File: src/rtl/siv_pkg.sv
package siv_pkg;

    localparam int VEL_FRAC    = 8;
    localparam int TAB_FRAC    = 20;
    localparam int NORM_TOP    = 40;
    localparam int NORM_STAGES = 6;
    localparam longint unsigned PI_Q30 = 64'd3373259426;

    typedef struct packed {
        logic       valid;
        logic [1:0] wheel;
        logic       zero;
        logic       sat;
    } t_tag;

    // arctangent of 2^-i in units of 2^-20 rad
    function automatic longint atan_entry(input int i);
        longint r;
        case (i)
            0:       r = 823550;
            1:       r = 486170;
            2:       r = 256879;
            3:       r = 130396;
            4:       r = 65451;
            5:       r = 32757;
            6:       r = 16383;
            default: r = (i <= TAB_FRAC) ? (longint'(1) << (TAB_FRAC - i)) : longint'(0);
        endcase
        return r;
    endfunction

endpackage

File: src/rtl/siv_cordic_cell.sv
module siv_cordic_cell #(
    parameter int IDX = 0,
    parameter int VW  = 16,
    parameter int AW  = 16,
    parameter int CW  = 45,
    parameter int ZW  = 25
) (
    input  logic                 i_clk,
    input  logic                 i_rst_n,
    input  logic                 i_en,
    input  siv_pkg::t_tag        i_tag,
    input  logic signed [CW-1:0] i_x,
    input  logic signed [CW-1:0] i_y,
    input  logic signed [ZW-1:0] i_z,
    input  logic signed [AW-1:0] i_meas,
    input  logic [VW-1:0]        i_spd,
    output siv_pkg::t_tag        o_tag,
    output logic signed [CW-1:0] o_x,
    output logic signed [CW-1:0] o_y,
    output logic signed [ZW-1:0] o_z,
    output logic signed [AW-1:0] o_meas,
    output logic [VW-1:0]        o_spd
);
    import siv_pkg::*;

    localparam logic signed [ZW-1:0] ATAN = ZW'(atan_entry(IDX));

    logic signed [CW-1:0] xs, ys, n_x, n_y;
    logic signed [ZW-1:0] n_z;

    always_comb begin
        xs = i_x >>> IDX;
        ys = i_y >>> IDX;
        if (!i_y[CW-1]) begin
            n_x = i_x + ys;
            n_y = i_y - xs;
            n_z = i_z + ATAN;
        end else begin
            n_x = i_x - ys;
            n_y = i_y + xs;
            n_z = i_z - ATAN;
        end
    end

    always_ff @(posedge i_clk) begin
        if (!i_rst_n) begin
            o_tag <= '0;
        end else if (i_en) begin
            o_tag <= i_tag;
        end
    end

    always_ff @(posedge i_clk) begin
        if (i_en) begin
            o_x    <= n_x;
            o_y    <= n_y;
            o_z    <= n_z;
            o_meas <= i_meas;
            o_spd  <= i_spd;
        end
    end

endmodule

File: config.mk
export PLATFORM = sky130hd
export DESIGN_NAME = siv_cordic_cell
export DESIGN_NICKNAME = d
export VERILOG_FILES = /design/src/rtl/siv_pkg.sv /design/src/rtl/siv_cordic_cell.sv
export SDC_FILE = /design/constraint.sdc
export NUM_CORES = 1
export LEC_CHECK = 0
export BUFFER_PORTS_ARGS = -buffer_cell sky130_fd_sc_hd__buf_4
export CAP_MARGIN = 40
export CORE_ASPECT_RATIO = 0.6
export CORE_MARGIN = 1
export CORE_UTILIZATION = 50
export DETAILED_ROUTE_END_ITERATION = 12
export GPL_ROUTABILITY_DRIVEN = 1
export MAX_ROUTING_LAYER = met4
export PLACE_DENSITY = 0.78
export SYNTH_ARGS = -nofsm -noshare
export SYNTH_HDL_FRONTEND = slang
export SYNTH_SLANG_ARGS = --single-unit
export TNS_END_PERCENT = 30
File: constraint.sdc
create_clock -name i_clk -period 3.4 [get_ports i_clk]
set_input_delay 0.17 -clock i_clk [delete_from_list [all_inputs] [get_ports i_clk]]
set_output_delay 0.17 -clock i_clk [all_outputs]
set_load 0.02 [all_outputs]
# Word level (Yosys, flattened, before mapping)
# Cells that the tools add are included.
[op_classes] n_addsub=5 mux=3
[op_table] operator="$mux 45" n=2
[op_table] operator="$sub 45x45->45" n=2
[op_table] operator="$add 45x45->45" n=1
[op_table] operator="$add 25x21->25 const B" n=1
[op_table] operator="$mux 25" n=1
[op_table] operator="$sub 25x21->25 const B" n=1
[totals] regBits=152 word_cells=17 in_bits=155

# Depth between registers and ports, before layout
[logic_depth] ltp_word=2 depth_mapped=15

# Least setup slack after synthesis
# OpenSTA, ideal clock, no wires.
[synth_timing] path_type="input to register" from="input port i_y[44]" to="register o_z[24] (data pin)" t_arrival_ps=3232 cell_stages=15 setup_ps=260 setup_slack_ps=-91 cell_sequence="clkbuf_1 -> clkinv_1 -> clkbuf_1 -> ha_1 -> and3_1 -> and3_1 -> a21boi_1 -> a211oi_1 -> a41o_1 -> and4_1 -> o31a_1 -> nor2_1 -> o21ai_0 -> a21oi_1 -> xnor2_1"
[synth_via] elab_chain_len=1
[synth_lines] item="from (decl)" line_no="siv_cordic_cell.sv:13" source="input logic signed [CW-1:0] i_y,"
[synth_lines] item="$mux 25" line_no="siv_cordic_cell.sv:34" source="if (!i_y[CW-1]) begin"
[synth_lines] item="via n_z[24]" line_no="siv_cordic_cell.sv:29" source="logic signed [ZW-1:0] n_z;"
[synth_lines] item="to (signal assigned)" line_no="siv_cordic_cell.sv:57" source="o_z <= n_z;"
[synth_lines] item="to (decl)" line_no="siv_cordic_cell.sv:20" source="output logic signed [ZW-1:0] o_z,"
# The timed path passes the listed nets, and every way through them passes these cells.
# A chain may end at the register's enable or synchronous reset.

# Worst setup path after layout
[layout_timing] from="input port i_y[0]" to="register o_y[44] (data pin)"
[layout_via] elab_chain_len=2
[layout_lines] item="$sub 45x45->45 / $add 45x45->45 (equally long branches)" line_no="siv_cordic_cell.sv:36, siv_cordic_cell.sv:40"
[layout_lines] item="$mux 45 *" line_no="siv_cordic_cell.sv:34"
[layout_lines] item="via n_y[44]" line_no="siv_cordic_cell.sv:28" source="logic signed [CW-1:0] xs, ys, n_x, n_y;"
[layout_lines] item="to (signal assigned)" line_no="siv_cordic_cell.sv:56" source="o_y <= n_y;"
[layout_lines] item="to (decl)" line_no="siv_cordic_cell.sv:19" source="output logic signed [CW-1:0] o_y,"
# The timed path passes the listed nets; every way through them passes the cells marked *.

==> flow_metrics.py <==
metrics = {
    "global_routing": {
        "grt-ovfl-total": 0,
        "grtUsageTotal": 0.396,
        "antenna_found_initial": 0,
        "grt_max_degree": 78,
        "grt_pass1_wl_mm": 81.2,
        "grt_pass1_vias": 13500,
    },
    "place": {
        "portBuffers": 306,
        "dpl_cell_area_mm2": 0.0177,
        "routabilityCongestion": 1.03,
        "dp_hpwl_mm": 42.7,
    },
    "cts": {
        "cts.htree.levels": 4,
        "clockRootBuffer": "clkbuf_16",
        "numCtsBuffers": 17,
        "cts_tree": "built",
        "cts.path.max_buffers": 2,
        "cts.clk_slew.worst_paths_ns": 0.08,
        "clkSinkCount": 151,
        "worstSkewPairLatency_ns": 0.46,
    },
    "critical_path": {
        "crit_family": "compound AO/OA/AOI/OAI gates",
        "worstPathBufferInverterCount": 3,
        "end_kind": "flip-flop",
        "start_kind": "primary input",
        "cp_max_fo": 4,
        "slowest_stage": "fa_2",
        "cp.required_ns": 3.73,
        "crit_path_max_incr_delay_ns": 0.42,
        "cp_num_cells": 16,
        "ff2ff_path_depth": 3,
        "crit_type": "in2reg",
        "arrival_ns": 3.61,
        "cp_cell_sequence": "buf_8, ha_4, inv_2, fa_2, nor2_4, o311ai_4, a221oi_2, a221o_1, a41oi_4, o31a_1, a211oi_2, o211ai_1, a21oi_2, buf_4, nand4b_1, nand4_1",
    },
    "synthesis": {
        "syn-num-nets": 1864,
        "synth_cell_types": 82,
        "seq_area_frac_synth": 0.329,
        "synth_edf_count": 146,
        "ys_ff_latch": 151,
        "syn_area_mm2": 0.0136,
        "synth_ff_type": "edfxtp_1",
        "async_flop_share": 0,
        "yosys_warnings": 0,
        "netlist_instances": 1551,
        "avgSynthCellArea_um2": 8.78,
    },
    "cells_and_area": {
        "layout_common_cells": "buf_4 (506), a21oi_1 (191), ha_1 (153)",
        "diodes": 0,
        "drive_above_1_share": 0.281,
        "fillers": 2050,
        "ff_latch_area_mm2": 0.00448,
        "area_growth_pct": 37.5,
        "nNetsFinal": 2370,
        "multi_input_area_mm2": 0.00837,
        "fin_area_mm2": 0.0187,
        "mostFrequentLayoutCell": "buf_4",
    },
    "drt": {
        "first_iter_violations": 1900,
        "drc": 0,
        "drt_wl_total_mm": 55.6,
        "drt-vias-per-instance": 6.06,
        "postRouteAntennaNets": 0,
        "dr.pass1.iters": 6,
        "wire_per_inst_um": 22.9,
        "vias": 14700,
    },
    "power": {
        "p_clk_frac": 0.257,
        "swShare": 0.386,
        "leakage_nw": 8.55,
        "p_comb_frac": 0.426,
        "p_seq_frac": 0.316,
        "ir_drop_v": 0.000304,
        "intPower_mw": 4.86,
        "powerDensity_mw_per_mm2": 423,
        "switching_power_mw": 3.06,
    },
    "die": {
        "die_area_mm2": 0.0279,
        "pin_count": 307,
        "start_util": 0.512,
        "die-width_um": 215,
        "core_area_mm2": 0.0266,
        "num_rows": 46,
        "die_height_um": 130,
    },
    "timing": {
        "hold-worst-slack_ns": 0.00699,
        "slew_headroom": 0.442,
        "worst_slew_pin_slew_ns": 0.836,
        "hold_viol": 0,
        "setup_viol": 0,
        "rsz0062_at_grt": "yes",
        "drv_slew": 0,
        "fin_worst_skew_ns": 0,
        "period_minus_slack_ns": 3.28,
        "timing.fmax_mhz": 305,
        "period_share": 0.965,
    },
    "min_path": {
        "hold_path_depth": 3,
        "worstHoldPathType": "in2reg",
    },
    "flow_run": {
        "drv_cap": 0,
    },
    "outcome": {
        "status": "complete, no violations",
    },
}
-- sequential cells by signal (all words and copies together), names as in the netlist --
signal	cells
o_x	45
o_y	44
o_z	25
o_meas	16
o_spd	16
o_tag	5
-- synthesized netlist by cell type (24+ instances only) --
library cell,number,area [um2]
o21bai_1,45,338
nand2_1,94,353
edfxtp_1,146,4380
clkbuf_1,42,158
a21o_1,43,323
mux2i_1,26,260
a21oi_1,192,961
inv_1,140,526
nand4_1,24,150
nor2_1,119,447
o21ai_0,108,541
xnor2_1,89,780
nor3_1,30,150
ha_1,154,1930
-- through the flow --
| stage | TNS (ns) | cells | total power [mW] | setup slack (ns) | util |
|---|---|---|---|---|---|
| 2_1_floorplan | 0 | 1551 | 4.24 | 0.0312 | - |
| 3_3_place_gp | -2.99 | 2357 | 5.69 | -0.305 | 0.664 |
| 3_5_place_dp | -4.90 | 2357 | 5.73 | -0.414 | 0.664 |
| 4_1_cts | 0 | 2427 | 7.78 | 0.0171 | 0.701 |
| 5_1_grt | -0.0554 | 2430 | 8.17 | -0.0371 | 0.704 |
| 6_report | 0 | 2430 | 7.93 | 0.120 | 0.704 |
-- final cells by class --
class                      count  share of cell area
timing repair buffer         549               0.227
clock buffer                  17              0.0227
inverter                     147              0.0295
tap                          360              0.0241
clock inverter                15             0.00963
sequential                   151               0.240
multi-input combinational   1191               0.447
-- logic make-up after synthesis --
group                      after synthesis  share of synthesized area
adders and majority gates              158                      0.147
muxes                                   26                     0.0191
xor gates and xnor gates               104                     0.0669
AOI/OAI and AO/OA                      533                      0.249
buffers and inverters                  209                     0.0589
DFF                                    151                      0.329
and+or+nand+nor                        370                      0.129
-- power by group through the flow --
stage / clock network (mW) / logic, mW / registers [mW]
2_1_floorplan: 0 / 1.37 / 2.87
3_3_place_gp: 0 / 3.16 / 2.52
3_5_place_dp: 0 / 3.20 / 2.54
4_1_cts: 2.02 / 3.26 / 2.50
5_1_grt: 2.09 / 3.56 / 2.53
6_report: 2.04 / 3.38 / 2.51
-- per-layer routing --
metal	routed length, um	global-route usage
met1	25200	0.583
met2	22500	0.535
met3	7040	0.106
met4	876	0.0776
met5	0	-
-- tightest hold or removal path: cells and delay by family --
family,cells,cell delay (ns)
multiplexers,1,0.06
buffers and inverters,1,0.08
AND/OR/NAND/NOR,1,0.12
-- worst paths after layout --
check,from,endpoint,slack [ns]
worst min-delay path,i_tag[1],o_tag[1],0.007
worst min register to register,o_tag[3],o_tag[3],0.53
worst max register to register,o_tag[4],o_tag[4],2.21
worst max-delay path,i_y[0],o_y[44],0.12
-- repair_timing --
item / in CTS / in global routing
gates resized for setup: 0 / 11
setup buffers: 0 / 3
hold endpoints to repair: 39 / 0
setup endpoints to repair: 0 / 9
hold buffers: 38 / 0
Power figures use the tool's default switching activity.
