**config.mk**
```make
export PLATFORM = sky130hd
export DESIGN_NAME = siv_front
export DESIGN_NICKNAME = d
export VERILOG_FILES = /design/src/rtl/siv_pkg.sv /design/src/rtl/siv_front.sv
export SDC_FILE = /design/constraint.sdc
export NUM_CORES = 2
export LEC_CHECK = 0
export ABC_AREA = 1
export BUFFER_PORTS_ARGS = -buffer_cell sky130_fd_sc_hd__buf_4
export CORE_MARGIN = 2
export CORE_UTILIZATION = 45
export CTS_CLUSTER_SIZE = 14
export DETAILED_ROUTE_END_ITERATION = 16
export HOLD_SLACK_MARGIN = 0.1
export PLACE_DENSITY = 0.64
export RECOVER_POWER = 100
export SLEW_MARGIN = 20
export SYNTH_ARGS = -nofsm -noshare
export SYNTH_HDL_FRONTEND = slang
export SYNTH_SLANG_ARGS = --single-unit
```
**constraint.sdc**
```tcl
create_clock -name i_clk -period 22.3 [get_ports i_clk]
set_input_delay 4.46 -clock i_clk [delete_from_list [all_inputs] [get_ports i_clk]]
set_output_delay 4.46 -clock i_clk [all_outputs]
set_load 0.05 [all_outputs]
```
**src/rtl/siv_pkg.sv**
```systemverilog
package siv_pkg;

    localparam int VEL_FRAC    = 8;
    localparam int TAB_FRAC    = 20;
    localparam int NORM_TOP    = 40;
    localparam int NORM_STAGES = 6;
    localparam longint unsigned PI_Q30 = 64'd3373259426;

    typedef struct packed {
        logic       valid;
        logic [1:0] wheel;
        logic       zero;
        logic       sat;
    } t_tag;

    // arctangent of 2^-i in units of 2^-20 rad
    function automatic longint atan_entry(input int i);
        longint r;
        case (i)
            0:       r = 823550;
            1:       r = 486170;
            2:       r = 256879;
            3:       r = 130396;
            4:       r = 65451;
            5:       r = 32757;
            6:       r = 16383;
            default: r = (i <= TAB_FRAC) ? (longint'(1) << (TAB_FRAC - i)) : longint'(0);
        endcase
        return r;
    endfunction

endpackage

```
**src/rtl/siv_front.sv**
```systemverilog
module siv_front #(
    parameter int VW = 16,
    parameter int AW = 16,
    parameter int XW = 26
) (
    input  logic                 i_clk,
    input  logic                 i_rst_n,
    input  logic                 i_en,
    input  logic                 i_issue,
    input  logic [1:0]           i_wheel,
    input  logic signed [VW-1:0] i_vel_x,
    input  logic signed [VW-1:0] i_vel_y,
    input  logic signed [VW-1:0] i_yaw_rate,
    input  logic [VW-1:0]        i_half_length,
    input  logic [VW-1:0]        i_half_width,
    input  logic signed [AW-1:0] i_meas,
    output siv_pkg::t_tag        o_tag,
    output logic signed [XW-1:0] o_x,
    output logic signed [XW-1:0] o_y,
    output logic [XW-1:0]        o_m,
    output logic [2*VW-1:0]      o_rad,
    output logic signed [AW-1:0] o_meas
);
    import siv_pkg::*;

    localparam int PW = 2 * VW + 1;
    localparam logic [XW-1:0] CAP = XW'((64'd1 << (VW - 1)) - 64'd1);
    localparam logic signed [PW-1:0] RND = PW'(1 << (VEL_FRAC - 1));

    t_tag                 r1_tag, r2_tag, r3_tag, r4_tag;
    logic signed [PW-1:0] r1_pw, r1_pl;
    logic signed [VW-1:0] r1_vx, r1_vy;
    logic signed [AW-1:0] r1_meas, r2_meas, r3_meas, r4_meas;
    logic signed [XW-1:0] r2_x, r2_y, r3_x, r3_y, r4_x, r4_y;
    logic [XW-1:0]        r3_m, r4_m;
    logic [2*VW-3:0]      r3_sqx, r3_sqy;
    logic [2*VW-1:0]      r4_rad;

    t_tag                 n1_tag, n3_tag;
    logic signed [PW-1:0] n1_pw, n1_pl;
    logic signed [PW-1:0] tw_full, tl_full;
    logic signed [XW-1:0] tw, tl, n2_x, n2_y;
    logic [XW-1:0]        ax, ay;

    always_comb begin
        n1_tag       = '0;
        n1_tag.valid = i_issue;
        n1_tag.wheel = i_wheel;
        n1_pw = PW'(i_yaw_rate) * $signed({{(VW+1){1'b0}}, i_half_width});
        n1_pl = PW'(i_yaw_rate) * $signed({{(VW+1){1'b0}}, i_half_length});
    end

    // rotation terms rounded to the velocity format, then corner signs
    always_comb begin
        tw_full = (r1_pw + RND) >>> VEL_FRAC;
        tl_full = (r1_pl + RND) >>> VEL_FRAC;
        tw = tw_full[XW-1:0];
        tl = tl_full[XW-1:0];
        if (r1_tag.wheel == 2'd0 || r1_tag.wheel == 2'd3) begin
            n2_x = XW'(r1_vx) - tw;
        end else begin
            n2_x = XW'(r1_vx) + tw;
        end
        if (r1_tag.wheel == 2'd0 || r1_tag.wheel == 2'd1) begin
            n2_y = XW'(r1_vy) + tl;
        end else begin
            n2_y = XW'(r1_vy) - tl;
        end
    end

    always_comb begin
        ax = r2_x[XW-1] ? XW'(-r2_x) : XW'(r2_x);
        ay = r2_y[XW-1] ? XW'(-r2_y) : XW'(r2_y);
        n3_tag      = r2_tag;
        n3_tag.sat  = (ax > CAP) || (ay > CAP);
        n3_tag.zero = (r2_x == '0) && (r2_y == '0);
    end

    always_ff @(posedge i_clk) begin
        if (!i_rst_n) begin
            r1_tag <= '0;
            r2_tag <= '0;
            r3_tag <= '0;
            r4_tag <= '0;
        end else if (i_en) begin
            r1_tag <= n1_tag;
            r2_tag <= r1_tag;
            r3_tag <= n3_tag;
            r4_tag <= r3_tag;
        end
    end

    always_ff @(posedge i_clk) begin
        if (i_en) begin
            r1_pw   <= n1_pw;
            r1_pl   <= n1_pl;
            r1_vx   <= i_vel_x;
            r1_vy   <= i_vel_y;
            r1_meas <= i_meas;
            r2_x    <= n2_x;
            r2_y    <= n2_y;
            r2_meas <= r1_meas;
            r3_x    <= r2_x;
            r3_y    <= r2_y;
            r3_m    <= (ax > ay) ? ax : ay;
            r3_sqx  <= ax[VW-2:0] * ax[VW-2:0];
            r3_sqy  <= ay[VW-2:0] * ay[VW-2:0];
            r3_meas <= r2_meas;
            r4_x    <= r3_x;
            r4_y    <= r3_y;
            r4_m    <= r3_m;
            r4_rad  <= (2*VW)'(r3_sqx) + (2*VW)'(r3_sqy);
            r4_meas <= r3_meas;
        end
    end

    assign o_tag  = r4_tag;
    assign o_x    = r4_x;
    assign o_y    = r4_y;
    assign o_m    = r4_m;
    assign o_rad  = r4_rad;
    assign o_meas = r4_meas;

endmodule

```
After elaboration in Yosys (flattened, before gate mapping)
Cells that the tools add are included.

$lt $le $gt $ge: 3. $add $sub $neg: 9. Multiply operators: 4. Muxes and demuxes: 5. Equal/unequal tests: 2. Reductions and logical operators: 7.

Operators with widths (number): $mux W26 (5); $add A33 B9 Y33 const B (2); $mul A16 B17 Y33 (2); $mul A15 B15 Y30 (2); $add A16 B25 Y26 (2); $gt A26 B15 Y1 const B (2); $logic_not A26 Y1 (2); $neg A26 Y26 (2); $sub A16 B25 Y26 (2); $add A30 B30 Y31 (1); $gt A26 B26 Y1 (1); $logic_or A1 B1 Y1 (3); $eq A2 B1 Y1 const B (1); $eq A2 B2 Y1 const B (1); $logic_not A2 Y1 (1); $logic_and A1 B1 Y1 (1).

Output and inout bits: 131. Register bits: 478.

Longest topological paths before layout
Word-level depth: 4. Gate-level depth with buffers: 33. Gate-level depth less buffers: 33.

Least setup slack after synthesis
Ideal clock, no wire load.

Path type: input port to flip-flop. From: input port i_yaw_rate[1]. To: register r1_pl[32] (data pin). Required time: 22.038 ns. Cell stages on the path: 24. Setup slack: 12.243 ns. Library setup time: 0.262 ns. Buffers on the path: 2. Arrival: 9.796 ns. Path through: clkbuf_1 > buf_1 > nand2_1 > fa_1 > inv_1 > fa_1 > inv_1 > fa_1 > fa_1 > inv_1 > fa_1 > inv_1 > fa_1 > inv_1 > ha_1 > nand2_1 > inv_1 > a21oi_1 > nand2_1 > a21oi_1 > o21ai_1 > a21boi_0 > o21ai_1 > xor2_1.

Cells in the longest elaborated chain, start to end: 1.

Ends and longest elaborated chain: from (decl) (line siv_front.sv:13) `input logic signed [VW-1:0] i_yaw_rate,`; $mul A16 B17 Y33 (line siv_front.sv:50) `n1_pl = PW'(i_yaw_rate) * $signed({{(VW+1){1'b0}}, i_half_length});`; net n1_pl[32] (line siv_front.sv:40) `logic signed [PW-1:0] n1_pw, n1_pl;`; to (signal assigned) (line siv_front.sv:96) `r1_pl <= n1_pl;`; to (decl) (line siv_front.sv:31) `logic signed [PW-1:0] r1_pw, r1_pl;`.

The timed path passes the listed nets, and every way through them passes these cells. A chain may end at the register's enable or synchronous reset.

==> impl_metrics.toml <==
[drt]
vias_per_cell = 5.087
drcViolationCount = 0
ant_nets = 0
drt_pass1_iterations = 5
wl_mm = 130.9
wl_per_cell_um = 16.89
drt_iter0_drc = 2141
num_vias = 39410

[yosys]
synth_top_flop_cell = "edfxtp_1"
synth_top_area_share = 0.2512
synthCells = 6013
ys_seq_area_frac = 0.2573
ys_ff_latch = 459
synth_area_leader_cell = "edfxtp_1"
async_reset_ff_frac = 0
ys_types = 56
synth_area_per_cell_um2 = 8.805
synth_nets = 7302
synth_area_leaders = "edfxtp_1 25%, fa_1 25%, ha_1 13%, inv_1 9.8%, nand2_1 9.1%"
yosys_warnings = 0
synth_edf_count = 443
netlist_area_um2 = 52950

[clock_tree]
postCtsSetupRepairBufs = 0
cts_made_buffers = 51
h-tree-depth = 2
holdBufCountCts = 0
clockRootBuffer = "clkbuf_16"
clk_latency_ns = 0.63
clk_pin_slew_ns = 0.07
cts_tree = "built"
cts.sinks = 459
clk_path_buf_depth = 3
cts_resized = 0

[cells_and_area]
seq_area_um2 = 13620
syn_to_final_growth_pct = 8.337
layout-drive-gt1-share = 0.04534
multi_input_area_um2 = 33500
nFillCells = 11190
final_nets = 7467

[timing]
setup_viol = 0
worstMarginPinSlew_ns = 7.571
hold_violations = 0
finalCritPeriodShare = 0.6298
max_freq_mhz = 71.20
fin_setup_tns_ns = 0
fin_crit_ns = 14.04
drv_slew = 555
rsz0062_at_grt = "false"
fin_skew_ns = 0.03242
relSlewSlack = -4.048

[floorplan]
die_y_um = 347.0
dieArea_um2 = 120400
ioPinCount = 233
die_w_um = 347.0
start_util = 0.4544
rows = 125
core_um2 = 116500

[placement]
hpwl_mm = 105.6
gp_congestion = 0.9123
portBuffers = 231

[global_route]
grt_max_degree = 153
grt_usage = 0.2213
overflow = 0
grt_pass1_vias = 41170
antenna_found_initial = 4
grt_pass1_wl_mm = 212.9

[outcome]
violations = "capacitance limit, slew limit"
run_status = "finished, violations left"

[setup_path]
slowest_stage = "clkbuf_1"
max_stage_delay_ns = 5.56
path_buf_inv = 2
worstPathCellList = "clkbuf_1, clkbuf_1, o21ai_0, nor2_1"
path_max_fanout = 152
cp_top_family = "buffers and inverters"
arrival_ns = 14.56
path_common_cell = "clkbuf_1"
cp-start-kind = "input port"
worstSetupEndpointType = "flop"
critPathRequiredTime_ns = 22.82
criticalPathCategory = "input port to flop"

[flow_run]
maxCapViolCount = 7

[worst_hold_path]
min_path_type = "flop to flop"
## metal layers
metal | wire length (um) | part of all wire | track usage | up-vias
met5 | 0 | 0 | 0 | -
met4 | 3743 | 0.029 | 0.06486 | 0
met3 | 7007 | 0.054 | 0.02411 | 213
met2 | 65100 | 0.50 | 0.3958 | 1074
met1 | 55020 | 0.42 | 0.2817 | 19190
li1 | - | - | - | 18930
## stage by stage
| step | utilization | cells | hold slack [ns] | setup slack [ns] | cell area (um^2) |
|---|---|---|---|---|---|
| 2_1_floorplan | - | 6013 | 0.4003 | 12.24 | 52950 |
| 3_3_place_gp | 0.4825 | 7649 | 0.4002 | 12.00 | 56220 |
| 3_5_place_dp | 0.4825 | 7649 | 0.4045 | 12.00 | 56220 |
| 4_1_cts | 0.4973 | 7744 | 0.4109 | 12.67 | 57940 |
| 5_1_grt | 0.4923 | 7745 | 0.4227 | 6.876 | 57360 |
| 6_report | 0.4923 | 7747 | 0.4081 | 8.256 | 57360 |
## Yosys cell counts (4+ instances only)
cell / instances
buf_2: 12
o21ai_0: 165
o21bai_1: 24
nand3b_1: 7
nand2_1: 1284
o221ai_1: 6
nor2_4: 7
inv_2: 4
o211ai_1: 15
nand4_1: 41
nor2_2: 14
nor4_1: 12
ha_1: 529
a21oi_1: 256
o31ai_1: 10
o21a_1: 14
clkinv_1: 8
nor3_1: 49
dfxtp_1: 16
xor2_1: 179
xnor2_1: 77
buf_1: 4
a221oi_1: 5
nor2_1: 385
fa_1: 658
a21o_1: 15
or2_2: 35
a21boi_0: 8
nand2_4: 4
nand3_2: 7
inv_1: 1383
edfxtp_1: 443
nand2_2: 12
xor2_2: 5
nand3_1: 143
clkbuf_1: 120
a31oi_1: 22
o21ai_1: 7
## cell families after synthesis
group,share of synthesized area
xor+xnor,0.04388
flops,0.2573
buf+inv,0.1094
other cells,0.00007083
compound gates,0.05960
simple gates,0.1560
fa+ha+maj,0.3738
## sequential cells by signal, summed over array words and instances (netlist names), 26 cells and up
name,cells
r3_sqx,28
r1_pl,26
r2_y,26
r1_pw,26
o_y,26
r3_sqy,28
o_rad,31
r2_x,26
o_x,26
r3_m,26
r3_x,26
r3_y,26
o_m,26
## placed cells by master (no fill, tap or decap), drive strengths merged, types with 15 or more instances in the layout
cell    instances
a21o           15
a21oi         256
a31oi          22
buf            62
clkbuf        252
clkinv         24
dfxtp          16
edfxtp        443
fa            658
ha            529
inv          1392
nand2        1300
nand3         150
nand4          42
nor2          406
nor3           52
o211ai         15
o21ai         174
o21bai         25
or2            35
xnor2          77
xor2          184
## path summary, 6_finish.rpt
check,from,to,slack (ns),depth (start not counted)
max,i_en,r3_tag[4],8.26,4
min,r3_y[23],o_y[23],0.41,0
max reg2reg,r2_y[0],r3_sqy[25],13.14,27
min reg2reg,r3_y[23],o_y[23],0.41,0
## cell type report
class	count	share of cell area
sequential	459	0.2375
timing repair buffer	250	0.02349
multi-input combinational	4019	0.5841
antenna	3	0.0001309
tap	1524	0.03324
inverter	1397	0.09146
clock buffer	64	0.02327
clock inverter	31	0.006849
Power is left out: the tool's default activity adds up to more than one toggle a clock period on the data nets, which glitch-free logic cannot reach.
