--- src/rtl/siv_pkg.sv ---
package siv_pkg;

    localparam int VEL_FRAC    = 8;
    localparam int TAB_FRAC    = 20;
    localparam int NORM_TOP    = 40;
    localparam int NORM_STAGES = 6;
    localparam longint unsigned PI_Q30 = 64'd3373259426;

    typedef struct packed {
        logic       valid;
        logic [1:0] wheel;
        logic       zero;
        logic       sat;
    } t_tag;

    // arctangent of 2^-i in units of 2^-20 rad
    function automatic longint atan_entry(input int i);
        longint r;
        case (i)
            0:       r = 823550;
            1:       r = 486170;
            2:       r = 256879;
            3:       r = 130396;
            4:       r = 65451;
            5:       r = 32757;
            6:       r = 16383;
            default: r = (i <= TAB_FRAC) ? (longint'(1) << (TAB_FRAC - i)) : longint'(0);
        endcase
        return r;
    endfunction

endpackage

--- src/rtl/siv_norm_cell.sv ---
module siv_norm_cell #(
    parameter int K  = 0,
    parameter int VW = 16,
    parameter int AW = 16,
    parameter int NW = 43
) (
    input  logic                 i_clk,
    input  logic                 i_rst_n,
    input  logic                 i_en,
    input  siv_pkg::t_tag        i_tag,
    input  logic signed [NW-1:0] i_x,
    input  logic signed [NW-1:0] i_y,
    input  logic [NW-1:0]        i_m,
    input  logic signed [AW-1:0] i_meas,
    input  logic [VW-1:0]        i_spd,
    output siv_pkg::t_tag        o_tag,
    output logic signed [NW-1:0] o_x,
    output logic signed [NW-1:0] o_y,
    output logic [NW-1:0]        o_m,
    output logic signed [AW-1:0] o_meas,
    output logic [VW-1:0]        o_spd
);
    import siv_pkg::*;

    localparam int S = 1 << K;

    logic                 go_left, go_right;
    logic signed [NW-1:0] n_x, n_y;
    logic [NW-1:0]        n_m;

    // one binary step of the shift that puts the larger component in [2^40, 2^41)
    always_comb begin
        go_left  = (i_m >> (NORM_TOP + 1 - S)) == '0;
        go_right = (i_m >> (NORM_TOP + S)) != '0;
        if (go_left) begin
            n_x = i_x <<< S;
            n_y = i_y <<< S;
            n_m = i_m << S;
        end else if (go_right) begin
            n_x = i_x >>> S;
            n_y = i_y >>> S;
            n_m = i_m >> S;
        end else begin
            n_x = i_x;
            n_y = i_y;
            n_m = i_m;
        end
    end

    always_ff @(posedge i_clk) begin
        if (!i_rst_n) begin
            o_tag <= '0;
        end else if (i_en) begin
            o_tag <= i_tag;
        end
    end

    always_ff @(posedge i_clk) begin
        if (i_en) begin
            o_x    <= n_x;
            o_y    <= n_y;
            o_m    <= n_m;
            o_meas <= i_meas;
            o_spd  <= i_spd;
        end
    end

endmodule

--- config.mk ---
export PLATFORM = sky130hd
export DESIGN_NAME = siv_norm_cell
export DESIGN_NICKNAME = d
export VERILOG_FILES = /design/src/rtl/siv_pkg.sv /design/src/rtl/siv_norm_cell.sv
export SDC_FILE = /design/constraint.sdc
export NUM_CORES = 1
export LEC_CHECK = 0
export BUFFER_PORTS_ARGS = -buffer_cell sky130_fd_sc_hd__buf_2
export CAP_MARGIN = 20
export CELL_PAD_IN_SITES_DETAIL_PLACEMENT = 0
export CELL_PAD_IN_SITES_GLOBAL_PLACEMENT = 2
export CORE_MARGIN = 3
export CORE_UTILIZATION = 32
export DETAILED_ROUTE_END_ITERATION = 8
export HOLD_SLACK_MARGIN = 0.05
export PLACE_DENSITY = 0.93
export SYNTH_ARGS = -nofsm -noshare
export SYNTH_HDL_FRONTEND = slang
export SYNTH_SLANG_ARGS = --single-unit
--- constraint.sdc ---
create_clock -name i_clk -period 2.15 [get_ports i_clk]
set_clock_uncertainty 0.15 [all_clocks]
set_input_delay 0.215 -clock i_clk [delete_from_list [all_inputs] [get_ports i_clk]]
set_output_delay 0.215 -clock i_clk [all_outputs]
set_load 0.1 [all_outputs]
After elaboration in Yosys (flattened, before gate mapping)
Cells that the tools add are included.

word-level totals
  bits in registers = 166
  bits in latches = 0
  bits in writable memories = 0
  bits in read-only memories = 0
  input bits = 169
  word-level logic and storage cells = 20
  memories = 0

operators by class
  $add $sub $neg = 0
  $mul = 0
  divide/modulo/power cells = 0
  $lt $le $gt $ge = 0
  equality and inequality tests = 0
  shift operators = 0
  mux-type cells = 6
  bitwise operators = 0
  reductions and logical operators = 2

operators with widths
  cell                 number
  $mux W43             4
  $mux W42             2
  $logic_not A43 Y1    1
  $reduce_bool A43 Y1  1

Logic depth before layout (Yosys ltp)
Gate-level depths: netlist (run 1).

  depth after elaboration = 3
  depth in mapped cells = 6

Worst setup path after synthesis (run 1)
OpenSTA, ideal clock, no wires.

  path kind = in2reg
  start = in i_m[41]
  end = reg o_x[42], data pin
  arrival time = 1,086 ps
  required time = 1,740 ps
  path slack = 654 ps
  stages on the path = 4
  path buffers = 2
  cells stage by stage = buf_6 -> buf_2 -> nor3_1 -> mux2_2

between the ends
  word-level cells in the longest chain between the ends = 2

RTL lines
  element               line                 text
  from (decl)           siv_norm_cell.sv:13  input logic [NW-1:0] i_m,
  $logic_not A43 Y1     siv_norm_cell.sv:33  go_left = (i_m >> (NORM_TOP + 1 - S)) == '0;
  $mux W43              siv_norm_cell.sv:35  if (go_left) begin
  via n_x[42]           siv_norm_cell.sv:28  logic signed [NW-1:0] n_x, n_y;
  to (signal assigned)  siv_norm_cell.sv:60  o_x <= n_x;
  to (decl)             siv_norm_cell.sv:17  output logic signed [NW-1:0] o_x,

The timed path passes the listed nets, and every way through them passes these cells.
A chain may end at the register's enable or synchronous reset.

Worst setup path in the final report (run 1)
  start = in i_m[42]
  end = reg o_x[34], data pin

between the ends
  word-level cells in the longest chain between the ends = 3
  elaborated cells on any way between the ends = 4

RTL lines
  element              line                 text
  $reduce_bool A43 Y1  siv_norm_cell.sv:34  go_right = (i_m >> (NORM_TOP + S)) != '0;
  $mux W42             siv_norm_cell.sv:39  end else if (go_right) begin
  $mux W43 *           siv_norm_cell.sv:35
  via n_x[34]          siv_norm_cell.sv:28

Mark *: on every way through the listed nets, which the timed path passes. The rest lies on a longest branch.

==> results of run 1 <==
layout make-up:
| cell class | instances | area [sq um] |
|---|---|---|
| fillers | 2038 | 10950 |
| clock inverters | 15 | 156.4 |
| repair buffers | 588 | 4289 |
| clock buffers | 17 | 425.4 |
| well taps | 319 | 399.1 |
| multi-input cells | 389 | 2595 |
| flip-flops and latches | 166 | 4935 |
synth_stat cells:
master / number / area share
dfxtp_1: 5 / 0.013
buf_2: 12 / 0.0077
conb_1: 1 / 0.00048
clkbuf_1: 32 / 0.015
nor2_1: 1 / 0.00048
mux2_2: 2 / 0.0029
nor2b_1: 5 / 0.0040
nor3_1: 1 / 0.00064
or2_1: 1 / 0.00080
buf_6: 9 / 0.013
nand2b_1: 1 / 0.00080
o21ai_1: 60 / 0.038
o21ai_0: 187 / 0.12
o21bai_1: 1 / 0.00096
o31ai_1: 1 / 0.00096
edfxtp_1: 161 / 0.62
mux2i_1: 125 / 0.16
buf_4: 5 / 0.0048
nand2_1: 3 / 0.0014
where the power goes:
group | switching [mW] | internal (mW)
Clock | 1.46 | 1.55
Combinational | 2.77 | 0.861
Sequential | 0.0817 | 3.89
state kept, by name, summed over array words and instances (netlist names):
register,count
o_y,43
o_meas,16
o_m,43
o_tag,5
o_x,43
o_spd,16
how the worst max path moves through the flow:
stage	startpoint	to	slack, ns	cells after the start
after floorplan	i_m[41]	o_x[42]	0.65	4
after global placement	i_m[42]	o_x[35]	0.35	4
after detailed placement	i_m[42]	o_x[24]	0.29	4
after CTS	i_m[42]	o_x[25]	0.25	5
after global routing	i_m[42]	o_x[27]	0.08	5
final	i_m[42]	o_x[34]	0.20	5
cell families after synthesis:
logic type	after synthesis
AOI/OAI and AO/OA	249
buffers and inverters	58
DFF	166
muxes	127
other	1
and+or+nand+nor	12
critical path, cell delays in order:
cell           delay [ns]
buf_4                0.28
or2_4                0.42
buf_4                0.33
o21ai_0              0.14
dlygate4sd3_1        0.57
stage by stage:
step / utilization / worst slack, ns / cells
floorplan: - / 0.6545 / 613
global placement: 0.4145 / 0.3522 / 1225
detailed placement: 0.4145 / 0.2914 / 1225
CTS: 0.5389 / 0.2495 / 1494
global route: 0.5389 / 0.07567 / 1494
finish: 0.5389 / 0.2017 / 1494
cell usage in the layout, fill, tap and decap left out:
| cell | instances |
|---|---|
| clkinv_2 | 1 |
| dfxtp_1 | 5 |
| dlygate4sd3_1 | 237 |
| inv_8 | 3 |
| clkinv_4 | 3 |
| buf_12 | 8 |
| inv_6 | 4 |
| buf_2 | 330 |
| clkinv_8 | 3 |
| conb_1 | 1 |
| o21ai_1 | 60 |
| mux2i_1 | 125 |
| or2_4 | 1 |
| nor3_1 | 1 |
| mux2_2 | 2 |
| nand2_1 | 3 |
| buf_4 | 11 |
| o21bai_1 | 1 |
| clkbuf_16 | 17 |
| nor2_1 | 1 |
| edfxtp_1 | 161 |
| o31ai_1 | 1 |
| buf_6 | 2 |
| clkinvlp_4 | 1 |
| o21ai_0 | 187 |
| nor2b_1 | 5 |
| nand2b_1 | 1 |
per-layer routing:
layer,track usage,vias to the layer above,part of all wire
met2,0.3347,302,0.51
met5,0,-,0.00051
met1,0.2119,3516,0.39
li1,-,3448,-
met4,0.07036,2,0.029
met3,0.04247,40,0.072
what timing repair did:
action,in CTS,in global routing
hold buffers,237,0
setup endpoints to repair,0,0
endpoints found under the hold margin,180,0
==> results.json, run 1 <==
{
  "p_leak_nw": 5.422,
  "gp_congestion": 0.8019,
  "ys_types": 19,
  "worst-endpoint-required_ns": 2.18,
  "core_sq_um": 23750,
  "cts-root-buf": "clkbuf_16",
  "hold_start": "i_m[5]",
  "grt-ovfl-total": 0,
  "min_path_type": "in -> reg",
  "syn_area_sq_um": 7846,
  "grt_pass1_vias": 7381,
  "row_count": 56,
  "dpl_cell_area_sq_um": 9846,
  "dr.pass1.iters": 5,
  "synthSimpleGateAreaFrac": 0.008133,
  "dieWidth_um": 162.6,
  "drc": 0,
  "drive_gt1_frac": 0.3285,
  "timing.hold.ws_ns": 0.06819,
  "rsz0062_at_grt": "false",
  "cts_setup_buffers": 0,
  "start_util": 0.3303,
  "hold_depth": 3,
  "startpoint_type": "input port",
  "synth_top_family_by_area": "multiplexers",
  "reg2reg_slack_ns": 0.83,
  "grt_usage": 0.1847,
  "drt_iter0_markers": 477,
  "place_hpwl_um": 16240,
  "path_max_fanout": 34,
  "yosysSeqAreaShare": 0.6289,
  "worstMarginPinSlew_ns": 0.7247,
  "die_h_um": 162.6,
  "stdcell_area_sq_um": 12800,
  "fin_crit_sh": 0.9062,
  "ios": 335,
  "routed_wirelength_um": 25520,
  "tns_ns": 0,
  "drv_slew": 0,
  "max_freq_ghz": 0.5133,
  "cts_tree": "built",
  "crit_type": "in -> reg",
  "routed_via_density": 4.892,
  "antenna_found_initial": 1,
  "cts.sinks": 166,
  "nets": 1331,
  "holdPathEnd": "o_m[6]",
  "maxSlewHeadroom": 0.5169,
  "vias": 7308,
  "powerDensity_nw_per_um2": 829.8,
  "synth_compound_area_frac": 0.1595,
  "routedWlPerCell_um": 17.08,
  "worstPathArrival_ns": 1.98,
  "diodes": 0,
  "cap_violations": 0,
  "rr_startpoint": "o_tag[4]",
  "finalHoldViolCount": 0,
  "cts_resized": 0,
  "muxShareOfSynthArea": 0.1623,
  "ctsLongestPathBuffers": 2,
  "reg2reg_to": "o_tag[4]",
  "cts_inserted_buffers": 17,
  "dieArea_sq_um": 26430,
  "power.total_mw": 10.62,
  "syn_to_final_growth_pct": 63.13,
  "htreeDepth": 4,
  "synthAdderAreaFrac": 0,
  "ant_nets": 0,
  "ys_ff_latch": 166,
  "ir_worst_vdd_mv": 0.5950,
  "clk-insertion-delay-late_ns": 0.42,
  "synth.net_count": 782,
  "worstRegToRegCells": 3,
  "port_buffers": 334,
  "crit_path_end_kind": "flop",
  "grt_start_max_net_pins": 81,
  "synth-xor-area-share": 0,
  "grt_pass1_wl_um": 38800,
  "period_needed_ns": 1.948,
  "status": "completed",
  "synthCells": 613,
  "yosysWarnings": 0,
  "avgSynthCellArea_sq_um": 12.80,
  "setup_viol": 0,
  "clk_pin_slew_ns": 0.08
}
Note: power is estimated with default switching activity, not from simulation.
==> run 2: changes to the inputs <==
- BUFFER_PORTS_ARGS: -buffer_cell sky130_fd_sc_hd__buf_2 -> unset
- CORE_UTILIZATION: 32 -> 35
- DONT_BUFFER_PORTS: unset -> 1
- PLACE_DENSITY: 0.93 -> 0.8
==> run 2 against run 1 <==
Against the previous run:
- the flow now stops in clock tree synthesis (4_1_cts)
- synthesized cell count unchanged
- synthesized area unchanged
==> results.json, run 2 <==
{
  "ios": 335,
  "cts-root-buf": "clkbuf_16",
  "async_flop_share": 0,
  "synth_top_cell_by_area": "edfxtp_1",
  "cts_resized": 0,
  "place_hpwl_um": 14550,
  "synth_edf_count": 161,
  "synthTopCellsByArea": "edfxtp_1 62%, mux2i_1 16%, o21ai_0 12%, o21ai_1 3.8%, clkbuf_1 1.5%",
  "ctsLongestPathBuffers": 2,
  "yosysWarnings": 0,
  "port_buffers": 0,
  "synthCells": 613,
  "row_count": 54,
  "ys_ff_latch": 166,
  "cts.sinks": 166,
  "dieWidth_um": 155.7,
  "status": "did not finish",
  "synthTopCellsByCount": "187 x o21ai_0, 161 x edfxtp_1, 125 x mux2i_1",
  "gp_congestion": 0.7754,
  "yosysSeqAreaShare": 0.6289,
  "failed_stage": "clock tree synthesis (4_1_cts)",
  "cts_inserted_buffers": 17,
  "synthFlopType": "edfxtp_1",
  "synth_top_area_frac": 0.6162,
  "ys_types": 19,
  "cts_setup_buffers": 0,
  "avgSynthCellArea_sq_um": 12.80,
  "ctsHoldBuffers": 208,
  "die_h_um": 155.7,
  "synth.net_count": 782,
  "tool.error": "[ERROR RSZ-0060] Max buffer count reached.",
  "syn_area_sq_um": 7846,
  "htreeDepth": 4,
  "yosys.cell_count.top_type": "o21ai_0",
  "start_util": 0.3573
}
==> run 2: cell counts after synthesis <==
No cell type changed its count.
==> run 2: kinds of logic after synthesis <==
group	count (synthesis)	synth area share
and+or+nand+nor	12	0.008133
DFF	166	0.6289
other	1	0.0004779
AOI/OAI and AO/OA	249	0.1595
muxes	127	0.1623
buffers and inverters	58	0.04067
==> run 2: through the flow <==
stage / setup WS [ns] / util / cells / instance area (sq um)
3_3_place_gp: 0.6947 / 0.4174 / 1003 / 9166
2_1_floorplan: 0.6545 / - / 613 / 7846
3_5_place_dp: 0.6307 / 0.4174 / 1003 / 9166
==> run 3: changes to the inputs <==
- CELL_PAD_IN_SITES_DETAIL_PLACEMENT: 0 -> unset
- CELL_PAD_IN_SITES_GLOBAL_PLACEMENT: 2 -> unset
- CORE_UTILIZATION: 35 -> 20
- HOLD_SLACK_MARGIN: 0.05 -> unset
- PLACE_DENSITY: 0.8 -> unset
- PLACE_DENSITY_LB_ADDON: unset -> 0.15
==> run 3 against run 2 <==
Against the previous run:
- the run again fails in clock tree synthesis (4_1_cts)
- synthesized cell count unchanged
- synthesized area unchanged
==> results.json, run 3 <==
{
  "yosysSeqAreaShare": 0.6289,
  "ys_types": 19,
  "synth.net_count": 782,
  "port_buffers": 0,
  "tool.error": "[ERROR RSZ-0060] Max buffer count reached.",
  "status": "did not finish",
  "ys_ff_latch": 166,
  "ctsLongestPathBuffers": 2,
  "failed_stage": "clock tree synthesis (4_1_cts)",
  "yosys.cell_count.top_type": "o21ai_0",
  "cts_resized": 0,
  "avgSynthCellArea_sq_um": 12.80,
  "place_hpwl_um": 16490,
  "synthTopCellsByCount": "187 x o21ai_0, 161 x edfxtp_1, 125 x mux2i_1",
  "synthFlopType": "edfxtp_1",
  "muxShareOfSynthArea": 0.1623,
  "synthAdderAreaFrac": 0,
  "synthTopCellsByArea": "edfxtp_1 62%, mux2i_1 16%, o21ai_0 12%, o21ai_1 3.8%, clkbuf_1 1.5%",
  "synth_top_area_frac": 0.6162,
  "synth_top_family_by_area": "multiplexers",
  "synthSimpleGateAreaFrac": 0.008133,
  "synth_top_cell_by_area": "edfxtp_1",
  "dp_cells": 1234,
  "cts-root-buf": "clkbuf_16",
  "cts_inserted_buffers": 17,
  "yosysWarnings": 0,
  "start_util": 0.2054,
  "syn_area_sq_um": 7846,
  "synth_edf_count": 161,
  "cts_setup_buffers": 0,
  "synth-xor-area-share": 0,
  "htreeDepth": 4,
  "cts.sinks": 166,
  "async_flop_share": 0,
  "dieWidth_um": 204.1,
  "ctsHoldBuffers": 255,
  "die_h_um": 204.1,
  "gp_congestion": 0.7590,
  "ios": 335,
  "synth_compound_area_frac": 0.1595,
  "row_count": 71,
  "synthCells": 613,
  "dpl_cell_area_sq_um": 9443
}
[run 3: stage by stage]
step / hold slack (ns) / worst slack (ns) / util
global placement: 0.1640 / 0.8254 / 0.2472
floorplan: 0.1639 / 0.6545 / -
detailed placement: 0.1639 / 0.7988 / 0.2472
[run 3: kinds of logic after synthesis]
logic type      Yosys count
buf+inv                  58
flops                   166
mux                     127
compound gates          249
simple gates             12
other cells               1
